==> src/hdl/ccbm_pkg.sv <==
// ----------------------------------------------------------------------------
// ccbm_pkg
// shared types and constants for the camera cartridge bank mapper
// ----------------------------------------------------------------------------
package ccbm_pkg;

   // access kinds
   localparam logic OP_READ  = 1'b0;
   localparam logic OP_WRITE = 1'b1;

   // target codes
   localparam logic [2:0] TGT_NONE  = 3'd0;
   localparam logic [2:0] TGT_ROM   = 3'd1;
   localparam logic [2:0] TGT_RAM   = 3'd2;
   localparam logic [2:0] TGT_CAMIO = 3'd3;
   localparam logic [2:0] TGT_REG   = 3'd4;

   // bank register numbers reported as offset for register writes
   localparam logic [22:0] REG_RAM_ENABLE  = 23'd0;
   localparam logic [22:0] REG_ROM_LOW     = 23'd1;
   localparam logic [22:0] REG_ROM_HIGH    = 23'd2;
   localparam logic [22:0] REG_RAM_SELECT  = 23'd3;

   // address ranges and fill values
   localparam logic [15:0] EXT_FIRST    = 16'hA000;
   localparam logic [15:0] STATUS_LAST  = 16'hA035;
   localparam logic [15:0] IMAGE_FIRST  = 16'hA100;
   localparam logic [15:0] IMAGE_LAST   = 16'hAEFF;
   localparam logic [7:0]  IMAGE_FILL   = 8'hCC;
   localparam logic [7:0]  STATUS_FILL  = 8'h00;
   localparam int          CAMIO_BIT    = 4;

   localparam logic [7:0]  ROM_LOW_RESET = 8'd1;

   typedef struct packed {
      logic        opcode;
      logic [15:0] bus_address;
      logic [7:0]  data_byte;
   } req_type;

   typedef struct packed {
      logic [2:0]  target;
      logic [22:0] phys_offset;
      logic        force_read;
      logic [7:0]  forced_value;
   } rsp_type;

endpackage

==> src/hdl/camera_cart_bank_mapper_top.sv <==
// ----------------------------------------------------------------------------
// camera_cart_bank_mapper_top
// decodes cpu bus accesses of a camera cartridge into target space and offset
// one word per cycle while the response side does not stall: request register, decode, response register
// reset: synchronous, active high; ram off, rom bank 1, camera io deselected
// ----------------------------------------------------------------------------
module camera_cart_bank_mapper_top (
   input  logic             clock,
   input  logic             reset,
   input  logic             req_valid,
   output logic             req_stall,
   input  ccbm_pkg::req_type req_data,
   output logic             rsp_valid,
   input  logic             rsp_stall,
   output ccbm_pkg::rsp_type rsp_data
);

   // request register
   logic              req_valid_ff;
   ccbm_pkg::req_type req_item_ff;

   // response register
   logic              rsp_valid_ff;
   ccbm_pkg::rsp_type rsp_item_ff;
   ccbm_pkg::rsp_type rsp_item_in;

   // bank registers
   logic       ram_enabled_ff,     ram_enabled_in;
   logic [7:0] rom_bank_low_ff,    rom_bank_low_in;
   logic       rom_bank_high_ff,   rom_bank_high_in;
   logic [4:0] ram_bank_select_ff, ram_bank_select_in;

   // handshake
   logic rsp_open;   // response register can take a word this cycle
   logic advance;    // request word moves into the decode
   logic req_take;

   assign rsp_open  = !rsp_valid_ff || !rsp_stall;
   assign advance   = req_valid_ff && rsp_open;
   // request register is free when empty or draining this cycle
   assign req_stall = req_valid_ff && !rsp_open;
   assign req_take  = req_valid && !req_stall;

   assign rsp_valid = rsp_valid_ff;
   assign rsp_data  = rsp_item_ff;

   // decode of the held request word
   logic        wr;
   logic [15:0] addr;
   logic [7:0]  wdata;
   logic        cam;
   logic        in_ext;

   always_comb begin
      wr     = req_item_ff.opcode == ccbm_pkg::OP_WRITE;
      addr   = req_item_ff.bus_address;
      wdata  = req_item_ff.data_byte;
      cam    = ram_bank_select_ff[ccbm_pkg::CAMIO_BIT];
      in_ext = addr[15:13] == 3'b101;

      rsp_item_in              = '0;
      rsp_item_in.target       = ccbm_pkg::TGT_NONE;
      ram_enabled_in           = ram_enabled_ff;
      rom_bank_low_in          = rom_bank_low_ff;
      rom_bank_high_in         = rom_bank_high_ff;
      ram_bank_select_in       = ram_bank_select_ff;

      if (in_ext) begin
         // external window: camera io or banked save ram
         if (cam) begin
            rsp_item_in.target      = ccbm_pkg::TGT_CAMIO;
            rsp_item_in.phys_offset = {10'd0, addr[12:0]};
         end else if (ram_enabled_ff) begin
            rsp_item_in.target      = ccbm_pkg::TGT_RAM;
            rsp_item_in.phys_offset = {6'd0, ram_bank_select_ff[3:0], addr[12:0]};
         end
      end else if (!wr) begin
         if (!addr[15]) begin
            rsp_item_in.target = ccbm_pkg::TGT_ROM;
            if (!addr[14]) begin
               // fixed bank
               rsp_item_in.phys_offset = {9'd0, addr[13:0]};
            end else begin
               // switchable bank, bank number used as written
               rsp_item_in.phys_offset = {rom_bank_high_ff, rom_bank_low_ff, addr[13:0]};
            end
         end
      end else begin
         // control register writes
         if (addr[15:13] == 3'b000) begin
            ram_enabled_in          = wdata != 8'd0;
            rsp_item_in.target      = ccbm_pkg::TGT_REG;
            rsp_item_in.phys_offset = ccbm_pkg::REG_RAM_ENABLE;
         end else if (addr[15:12] == 4'b0010) begin
            rom_bank_low_in         = wdata;
            rsp_item_in.target      = ccbm_pkg::TGT_REG;
            rsp_item_in.phys_offset = ccbm_pkg::REG_ROM_LOW;
         end else if (addr[15:12] == 4'b0011) begin
            rom_bank_high_in        = wdata[0];
            rsp_item_in.target      = ccbm_pkg::TGT_REG;
            rsp_item_in.phys_offset = ccbm_pkg::REG_ROM_HIGH;
         end else if (addr[15:13] == 3'b010) begin
            ram_bank_select_in      = wdata[4:0];
            rsp_item_in.target      = ccbm_pkg::TGT_REG;
            rsp_item_in.phys_offset = ccbm_pkg::REG_RAM_SELECT;
         end
      end

      // forced read data, from address and mode only
      if (!wr) begin
         if (cam && addr >= ccbm_pkg::EXT_FIRST && addr <= ccbm_pkg::STATUS_LAST) begin
            rsp_item_in.force_read   = 1'b1;
            rsp_item_in.forced_value = ccbm_pkg::STATUS_FILL;
         end else if (!cam && addr >= ccbm_pkg::IMAGE_FIRST
                      && addr <= ccbm_pkg::IMAGE_LAST) begin
            rsp_item_in.force_read   = 1'b1;
            rsp_item_in.forced_value = ccbm_pkg::IMAGE_FILL;
         end
      end
   end

   // control registers
   always_ff @(posedge clock) begin
      if (reset) begin
         req_valid_ff       <= 1'b0;
         rsp_valid_ff       <= 1'b0;
         ram_enabled_ff     <= 1'b0;
         rom_bank_low_ff    <= ccbm_pkg::ROM_LOW_RESET;
         rom_bank_high_ff   <= 1'b0;
         ram_bank_select_ff <= 5'd0;
      end else begin
         if (req_take) begin
            req_valid_ff <= 1'b1;
         end else if (advance) begin
            req_valid_ff <= 1'b0;
         end
         if (rsp_open) begin
            rsp_valid_ff <= req_valid_ff;
         end
         // bank registers change in word order as words leave decode
         if (advance) begin
            ram_enabled_ff     <= ram_enabled_in;
            rom_bank_low_ff    <= rom_bank_low_in;
            rom_bank_high_ff   <= rom_bank_high_in;
            ram_bank_select_ff <= ram_bank_select_in;
         end
      end
   end

   // payload registers
   always_ff @(posedge clock) begin
      if (req_take) begin
         req_item_ff <= req_data;
      end
      if (advance) begin
         rsp_item_ff <= rsp_item_in;
      end
   end

`ifndef ASSERT_OFF
   // bank registers come out of reset with rom bank 1 selected
   a_reset_bank: assert property (@(posedge clock)
      reset |=> rom_bank_low_ff == ccbm_pkg::ROM_LOW_RESET && !ram_enabled_ff)
      else $error("bank registers not at reset values");

   // a stall toward the requester only while a word sits in the request register
   a_stall_held: assert property (@(posedge clock) disable iff (reset)
      req_stall |-> req_valid_ff && rsp_valid_ff && rsp_stall)
      else $error("request stalled without a held word");

   // save ram offsets stay within 16 banks of 8 KiB
   a_ram_range: assert property (@(posedge clock) disable iff (reset)
      rsp_valid && rsp_data.target == ccbm_pkg::TGT_RAM |-> rsp_data.phys_offset[22:17] == 6'd0)
      else $error("save ram offset out of range");

   // forced value is zero unless a read is forced
   a_force_value: assert property (@(posedge clock) disable iff (reset)
      rsp_valid && !rsp_data.force_read |-> rsp_data.forced_value == 8'd0)
      else $error("forced value without force");

   // a word in decode reaches the response register when it is open
   a_advance: assert property (@(posedge clock) disable iff (reset)
      req_valid_ff && rsp_open |=> rsp_valid_ff)
      else $error("decoded word lost");
`endif

endmodule

==> config.mk <==
export PLATFORM = sky130hd
export DESIGN_NAME = camera_cart_bank_mapper_top
export DESIGN_NICKNAME = d
export VERILOG_FILES = /design/src/hdl/ccbm_pkg.sv /design/src/hdl/camera_cart_bank_mapper_top.sv
export SDC_FILE = /design/constraint.sdc
export NUM_CORES = 1
export LEC_CHECK = 0
export ABC_AREA = 1
export CORE_MARGIN = 2
export CORE_UTILIZATION = 55
export CTS_CLUSTER_SIZE = 40
export DETAILED_ROUTE_END_ITERATION = 16
export DONT_BUFFER_PORTS = 1
export PLACE_DENSITY = 0.7
export SYNTH_ARGS = -nofsm -noshare
export SYNTH_HDL_FRONTEND = slang
export SYNTH_SLANG_ARGS = --single-unit
==> constraint.sdc <==
create_clock -name clock -period 7.6 [get_ports clock]
set_input_delay 1.9 -clock clock [delete_from_list [all_inputs] [get_ports clock]]
set_output_delay 1.9 -clock clock [all_outputs]
set_load 0.01 [all_outputs]
Yosys cells after proc, flatten, opt, wreduce, memory -nomap -nowiden
Index checks and enable logic that the tools add are counted.
- register bits: 77
- input bits: 29
- output and inout port bits: 37
- word-level logic and storage cells: 60
- magnitude comparators: 4
- equality and inequality tests: 4
- multiplexer cells: 14
- bitwise logic cells: 4
- reductions and logical operators: 21
- operators with widths (cell ; number):
    $mux W26 ; 6
    $mux W25 ; 2
    $ge A16 B16 Y1 const B ; 2
    $le A16 B16 Y1 const B ; 2
    $mux W24 ; 1
    $mux W23 ; 1
    $mux W9 ; 2
    $eq A4 B2 Y1 const B ; 2
    $reduce_bool A8 Y1 ; 1
    $logic_and A1 B1 Y1 ; 7
    $reduce_and A7 Y1 ; 1
    $reduce_and A6 Y1 ; 1
    $logic_not A1 Y1 ; 5
    $reduce_and A5 Y1 ; 1
    $not A1 Y1 ; 4
    $reduce_and A4 Y1 ; 1
    $eq A3 B2 Y1 const B ; 1
    $eq A3 B3 Y1 const B ; 1
    $logic_not A3 Y1 ; 1
    $mux W1 ; 2
    $reduce_bool A2 Y1 ; 1
    $reduce_or A2 Y1 ; 1
    $logic_or A1 B1 Y1 ; 1

Longest topological paths before layout
Gate-level depths: netlist of run 1.
- word-level depth: 7
- mapped depth: 8
- mapped depth without buffers: 7

Worst setup path before layout of run 1
OpenSTA, ideal clock, no wires.
- path kind: input -> output
- from: input rsp_stall
- to: output req_stall
- arrival time: 2.210 ns
- data required time: 5.700 ns
- setup slack: 3.490 ns
- cell stages on the path: 2
- buffers on the path: 0
- path through: nand2_1 > nor2_1
- cells in the longest elaborated chain, start to end: 4
- RTL lines (element ; line ; source):
    from (decl) ; camera_cart_bank_mapper_top.sv:14 ; input logic rsp_stall,
    $logic_not A1 Y1 ; camera_cart_bank_mapper_top.sv:38 ; assign rsp_open = !rsp_valid_ff || !rsp_stall;
    $logic_or A1 B1 Y1 ; camera_cart_bank_mapper_top.sv:38 ;
    $logic_not A1 Y1 ; camera_cart_bank_mapper_top.sv:41 ; assign req_stall = req_valid_ff && !rsp_open;
    $logic_and A1 B1 Y1 ; camera_cart_bank_mapper_top.sv:41 ;
    to (decl) ; camera_cart_bank_mapper_top.sv:11 ; output logic req_stall,
Every way passes these cells.

Worst setup path in the final report of run 1
Same ends and word-level chain as after synthesis.

==> results of run 1 <==
[Yosys cell counts (2+ instances only)]
| library cell | number | area share (%) |
|---|---|---|
| nor2_4 | 12 | 4.5 |
| inv_2 | 4 | 0.50 |
| a21oi_1 | 3 | 0.50 |
| buf_2 | 2 | 0.33 |
| buf_6 | 4 | 1.5 |
| nand2_1 | 48 | 6.0 |
| nand3_2 | 2 | 0.67 |
| dfxtp_1 | 17 | 11 |
| nor2_2 | 2 | 0.42 |
| nand3_1 | 9 | 1.5 |
| inv_1 | 41 | 5.1 |
| edfxtp_1 | 53 | 53 |
| nor2_1 | 46 | 5.8 |
| o21ai_0 | 11 | 1.8 |
| nor3_1 | 5 | 0.84 |
| buf_4 | 7 | 1.8 |
| nand4_1 | 3 | 0.63 |
[final cells by class]
| cell class | instances | share of cell area, % |
|---|---|---|
| Multi-Input combinational cell | 153 | 24.6 |
| Clock inverter | 7 | 2.96 |
| Clock buffer | 9 | 3.86 |
| Inverter | 46 | 5.45 |
| Timing Repair Buffer | 1 | 0.234 |
| Tap cell | 70 | 2.73 |
| Sequential cell | 70 | 60.1 |
[metal layers]
metal	wire length, µm	global-route usage, %	up-vias
met5	0	0	-
met4	89	9.11	0
met3	291	5.81	8
met2	1860	22.7	56
met1	2120	22.1	714
li1	-	-	886
[power groups by stage]
stage / sequential, W / combinational (W) / clock (W)
3_5_place_dp: 0.000453 / 0.0000374 / 0
6_report: 0.000444 / 0.0000370 / 0.000323
4_1_cts: 0.000444 / 0.0000373 / 0.000333
5_1_grt: 0.000446 / 0.0000424 / 0.000351
2_1_floorplan: 0.000446 / 0.0000388 / 0
3_3_place_gp: 0.000452 / 0.0000364 / 0
[worst register-to-register path, stage by stage, from the launching register on]
cell and delay [ns]:
dfxtp_1 0.37, nand2_1 0.16, nor2_1 0.11, inv_1 0.09, nand2_1 0.07, inv_1 0.66
[metrics by stage]
step	hold slack, ns	setup WS [ns]	util [%]
5_1_grt	0.496	3.43	62.1
4_1_cts	0.488	3.46	62.1
3_5_place_dp	0.473	3.46	57.9
6_report	0.486	3.46	62.1
3_3_place_gp	0.465	3.47	57.9
2_1_floorplan	0.451	3.49	-
[worst max path at each step]
| stage | startpoint | end | slack (ns) |
|---|---|---|---|
| final | rsp_stall | req_stall | 3.46 |
| after global routing | rsp_stall | req_stall | 3.43 |
| after CTS | rsp_stall | req_stall | 3.46 |
| after detailed placement | rsp_stall | req_stall | 3.46 |
| after global placement | rsp_stall | req_stall | 3.47 |
| after floorplan | rsp_stall | req_stall | 3.49 |
[sequential cells by signal, indices dropped and copies added (netlist names)]
name,cells
addr,16
ram_bank_select_ff,5
ram_enabled_ff,1
req_valid_ff,1
rom_bank_high_ff,1
rom_bank_low_ff,8
rsp_data,28
rsp_valid,1
wdata,8
wr,1
[kinds of logic after synthesis]
logic type | synth area share (%)
other | 0.125
AOI/OAI and AO/OA | 3.59
and+or+nand+nor | 22.2
DFF | 64.5
buffers and inverters | 9.57
==> results.sh, run 1 <==
export IMPL_grt_antenna_before_repair=0
export IMPL_port_buffers=0
export IMPL_r2r_slack_ns=5.77
export IMPL_post_cts_buffers=0
export IMPL_ir_worst_vdd_uv=165
export IMPL_initial_core_util_pct=57.9
export IMPL_rr_startpoint="rsp_valid"
export IMPL_clock_sinks=70
export IMPL_hold_start="rom_bank_low_ff[0]"
export IMPL_final_common_cell="edfxtp_1"
export IMPL_cts_made_buffers=9
export IMPL_fin_cells=356
export IMPL_ff2ff_path_depth=5
export IMPL_ctsResizeCount=0
export IMPL_drive_gt1_share_pct=15.0
export IMPL_num_nets_final=310
export IMPL_ctsHtreeMaxLevel=3
export IMPL_drtAntennaViolNets=0
export IMPL_drtIter0Drc=125
export IMPL_p_per_area_nw_per_um2=250
export IMPL_min_period_ns=4.14
export IMPL_cp_slowest_cell="nor2_1"
export IMPL_fmax_mhz=241
export IMPL_rr_endpoint="wdata[1]"
export IMPL_dr_pass1_iters=4
export IMPL_cp_num_buf_inv=0
export IMPL_rows=26
export IMPL_tns_ns=0
export IMPL_clock_skew_ns=0.00907
export IMPL_die_area_um2=6050
export IMPL_ys_ff_latch=70
export IMPL_ys_types=28
export IMPL_regArea_um2=1930
export IMPL_grt_pass1_vias=1582
export IMPL_layout_common_cells="53 x edfxtp_1, 48 x nand2_1, 46 x nor2_1"
export IMPL_place_inst=340
export IMPL_cp_start_kind="input port"
export IMPL_min_to="rom_bank_low_ff[0]"
export IMPL_clk_latency_ns=0.34
export IMPL_cp_arrival_ns=2.24
export IMPL_final_area_um2=3210
export IMPL_die_w_um=77.8
export IMPL_synth_edf_count=53
export IMPL_hold_viol_final=0
export IMPL_switching_power_w=0.000178
export IMPL_comb_power_share_pct=4.6
export IMPL_drc=0
export IMPL_crit_family="simple AND/OR/NAND/NOR gates"
export IMPL_synthArstFlopShare_pct=0
export IMPL_seq_power_share_pct=55.2
export IMPL_cts_tree="built"
export IMPL_setup_viol=0
export IMPL_synth_cells=280
export IMPL_min_path_type="reg -> reg"
export IMPL_cts_root_buf="clkbuf_8"
export IMPL_seq_area_frac_synth_pct=64.5
export IMPL_crit_path_max_fanout=3
export IMPL_ctsHoldBuffers=0
export IMPL_cap_viol_max_count=0
export IMPL_clkTransAtPathRegs_ns=0.07
export IMPL_ys_warn_count=0
export IMPL_maxSlewViolCount=0
export IMPL_cp_required_ns=5.70
export IMPL_nFillCells=440
export IMPL_clock_power_share_pct=40.2
export IMPL_boundaryPins=66
export IMPL_vias=1664
export IMPL_dp_hpwl_um=3170
export IMPL_die_h_um=77.8
export IMPL_syn2layout_area_growth_pct=7.27
export IMPL_tightestPinTransition_ns=0.908
export IMPL_gp_congestion=0.824
export IMPL_cp_cell_sequence="nand2_1, nor2_1"
export IMPL_syn_area_um2=3000
export IMPL_drt_wirelength_per_cell_um=12.2
export IMPL_p_int_w=0.000625
export IMPL_placed_area_um2=2990
export IMPL_p_leak_nw=1.25
export IMPL_power_w=0.000804
export IMPL_hold_depth=2
export IMPL_rsz0062_at_grt="false"
export IMPL_gr_total_overflow=0
export IMPL_critPathKind="in -> out"
export IMPL_clockBufferDepth=2
export IMPL_via_per_inst=4.67
export IMPL_track_usage_pct=16.3
export IMPL_multi_input_area_um2=792
export IMPL_synth_avg_cell_area_um2=10.7
export IMPL_fp_coreArea_um2=5170
export IMPL_synth_flop_cell="edfxtp_1"
export IMPL_cp_depth=2
export IMPL_slew_limit_headroom_pct=39.4
export IMPL_grt_pass1_wl_um=7350
export IMPL_cp_end_kind="output port"
export IMPL_diodes=0
export IMPL_slowest_delay_ns=0.25
export IMPL_run_status="complete, no violations"
export IMPL_drt_total_wl_um=4360
export IMPL_grt_max_degree=31
export IMPL_swShare_pct=22.2
export IMPL_fin_crit_sh_pct=54.5
(Power assumes the default switching activity.)
==> run 2, diff against run 1 <==
--- a/config.mk
+++ b/config.mk
@@ -5,7 +5,7 @@
 export SDC_FILE = /design/constraint.sdc
 export NUM_CORES = 1
 export LEC_CHECK = 0
-export ABC_AREA = 1
+export ABC_AREA = 0
 export CORE_MARGIN = 2
 export CORE_UTILIZATION = 55
 export CTS_CLUSTER_SIZE = 40
==> constraint.sdc (replaced) <==
create_clock -name clock -period 3.9 [get_ports clock]
set_input_delay 0.975 -clock clock [delete_from_list [all_inputs] [get_ports clock]]
set_output_delay 0.975 -clock clock [all_outputs]
set_load 0.01 [all_outputs]
==> run 2 against run 1 <==
Effect of this change: register-to-register slack worse by 4.2 ns; setup slack worse by 1.8 ns; sequential share of layout area up 5.7 points; critical path depth up 1; largest cell class unchanged; highest routed layer unchanged.
==> results.sh, run 2 <==
export IMPL_cp_start_kind="flip-flop"
export IMPL_critPathCapture="rom_bank_low_ff[0]"
export IMPL_synth_avg_cell_area_um2=13.4
export IMPL_synthArstFlopShare_pct=0
export IMPL_dp_hpwl_um=3150
export IMPL_ctsResizeCount=0
export IMPL_dr_pass1_iters=4
export IMPL_synth_edf_count=53
export IMPL_cp_required_ns=4.12
export IMPL_seq_power_share_pct=60.3
export IMPL_cp_arrival_ns=2.51
export IMPL_hold_slack_ns=0.469
export IMPL_syn2layout_area_growth_pct=5.77
export IMPL_port_buffers=0
export IMPL_synth_cells=207
export IMPL_critPathKind="reg -> reg"
export IMPL_clock_sinks=70
export IMPL_synth_area_leader_cell="edfxtp_1"
export IMPL_ys_ff_latch=70
export IMPL_grt_max_degree=35
export IMPL_cts_made_buffers=9
export IMPL_ff2ff_path_depth=3
export IMPL_rows=25
export IMPL_synth_flop_cell="edfxtp_1"
export IMPL_yosysMostFrequentCell="edfxtp_1"
export IMPL_cts_root_buf="clkbuf_8"
export IMPL_final_util_pct=61.3
export IMPL_synth_commonest_cells="53 x edfxtp_1, 17 x dfxtp_1, 16 x a21oi_1, 14 x and2_1, 11 x nor2_1"
export IMPL_ctsHoldBuffers=0
export IMPL_r2r_slack_ns=1.61
export IMPL_final_common_cell="edfxtp_1"
export IMPL_ys_types=36
export IMPL_tightestPinTransition_ns=1.24
export IMPL_post_cts_buffers=0
export IMPL_clock_power_share_pct=36.4
export IMPL_switching_power_w=0.000297
export IMPL_power_w=0.00144
export IMPL_run_status="complete, no violations"
export IMPL_fp_coreArea_um2=4790
export IMPL_boundaryPins=66
export IMPL_crit_path_max_fanout=16
export IMPL_startpoint="addr[14]"
export IMPL_die_h_um=75.0
export IMPL_via_per_inst=5.89
export IMPL_p_int_w=0.00114
export IMPL_rr_startpoint="addr[14]"
export IMPL_min_period_ns=2.29
export IMPL_drt_total_wl_um=4530
export IMPL_p_per_area_nw_per_um2=490
export IMPL_initial_core_util_pct=58.0
export IMPL_grt_antenna_before_repair=0
export IMPL_largest_reg_flops=28
export IMPL_grt_pass1_vias=1505
export IMPL_nFillCells=395
export IMPL_cap_viol_max_count=0
export IMPL_vias=1601
export IMPL_clockBufferDepth=2
export IMPL_ctsHtreeMaxLevel=3
export IMPL_track_usage_pct=18.1
export IMPL_num_nets_final=230
export IMPL_clkTransAtPathRegs_ns=0.06
export IMPL_gr_total_overflow=0
export IMPL_cts_tree="built"
export IMPL_die_area_um2=5630
export IMPL_drt_wirelength_per_cell_um=16.6
export IMPL_p_leak_nw=0.971
export IMPL_syn_area_um2=2770
export IMPL_hold_viol_final=0
export IMPL_cp_end_kind="flip-flop"
export IMPL_gp_congestion=0.868
export IMPL_ir_worst_vdd_uv=332
export IMPL_drtIter0Drc=140
export IMPL_clock_skew_ns=0.0107
export IMPL_drc=0
export IMPL_clk_latency_ns=0.34
export IMPL_die_w_um=75.0
export IMPL_slew_limit_headroom_pct=16.0
export IMPL_layout_common_cells="53 x edfxtp_1, 17 x dfxtp_1, 16 x a21oi_1"
export IMPL_grt_pass1_wl_um=7130
export IMPL_comb_power_share_pct=3.3
export IMPL_diodes=0
export IMPL_min_path_type="reg -> reg"
export IMPL_setup_viol=0
export IMPL_swShare_pct=20.7
export IMPL_ys_warn_count=0
export IMPL_drive_gt1_share_pct=8.29
export IMPL_synth_area_leaders="edfxtp_1 57%, dfxtp_1 12%, and2_1 3.2%"
export IMPL_netlist_area_leader_share_pct=57.4
export IMPL_seq_area_frac_synth_pct=69.6
export IMPL_fmax_mhz=438
export IMPL_rsz0062_at_grt="false"
export IMPL_fin_crit_sh_pct=58.6
export IMPL_maxSlewViolCount=0
export IMPL_rr_endpoint="rom_bank_low_ff[0]"
export IMPL_tns_ns=0
export IMPL_drtAntennaViolNets=0
==> run 2: cell types whose count changed after synthesis, moves of 7 or more <==
cell and change:
nor2_4 -12, nor2_1 -35, inv_1 -39, and3_1 +7, a21oi_1 +13, clkbuf_1 +9, nand2_1 -45, o41ai_1 +8
and2_1 +14
==> run 2: cell type report <==
type | count | area (µm²) | area share [%]
Sequential cell | 70 | 1930 | 65.8
Clock buffer | 12 | 135 | 4.61
Tap cell | 67 | 83.8 | 2.86
Inverter | 3 | 11.3 | 0.384
Multi-Input combinational cell | 117 | 733 | 25.0
Clock inverter | 3 | 38.8 | 1.32
==> run 2: per-stage QoR <==
step,worst slack [ns],cells,area (µm²)
global route,1.38,272,2930
detailed placement,1.40,257,2760
global placement,1.46,257,2760
finish,1.61,272,2930
CTS,1.66,272,2930
floorplan,1.13,210,2790
==> run 2: cells by family after synthesis <==
family / after synthesis / share of synthesized area [%]
DFF: 70 / 69.6
other: 1 / 0.135
AOI/OAI and AO/OA: 45 / 11.0
and+or+nand+nor: 68 / 14.8
buffers and inverters: 23 / 4.42
==> run 2: how the worst min path moves through the flow <==
stage / start / endpoint / cells after the start
2_1_floorplan: rom_bank_low_ff[0] / rom_bank_low_ff[0] / 1
3_3_place_gp: rom_bank_low_ff[5] / rom_bank_low_ff[5] / 2
3_5_place_dp: rom_bank_high_ff / rom_bank_high_ff / 2
4_1_cts: rom_bank_low_ff[1] / rom_bank_low_ff[1] / 2
5_1_grt: rom_bank_high_ff / rom_bank_high_ff / 2
6_report: rom_bank_high_ff / rom_bank_high_ff / 2
==> run 2: worst max-delay path: stages (launching register included) <==
cell,delay [ns]
edfxtp_1,0.58
nor4bb_1,1.09
nand3_1,0.16
a211o_1,0.34
==> run 2: power by group through the flow <==
| stage | Sequential [W] | Combinational [W] | Clock, W |
|---|---|---|---|
| after floorplan | 0.000870 | 0.0000548 | 0 |
| after global placement | 0.000881 | 0.0000463 | 0 |
| after detailed placement | 0.000883 | 0.0000477 | 0 |
| after CTS | 0.000867 | 0.0000476 | 0.000534 |
| after global routing | 0.000870 | 0.0000541 | 0.000565 |
| final | 0.000867 | 0.0000476 | 0.000523 |
==> run 2: routing by layer <==
metal | up-vias | track usage (%) | share of wire (%) | routed length [µm]
li1 | 769 | - | - | -
met1 | 755 | 23.7 | 44 | 2010
met2 | 68 | 25.0 | 45 | 2030
met3 | 9 | 8.84 | 8.7 | 393
met4 | 0 | 9.33 | 2.1 | 93
met5 | - | 0 | 0 | 0
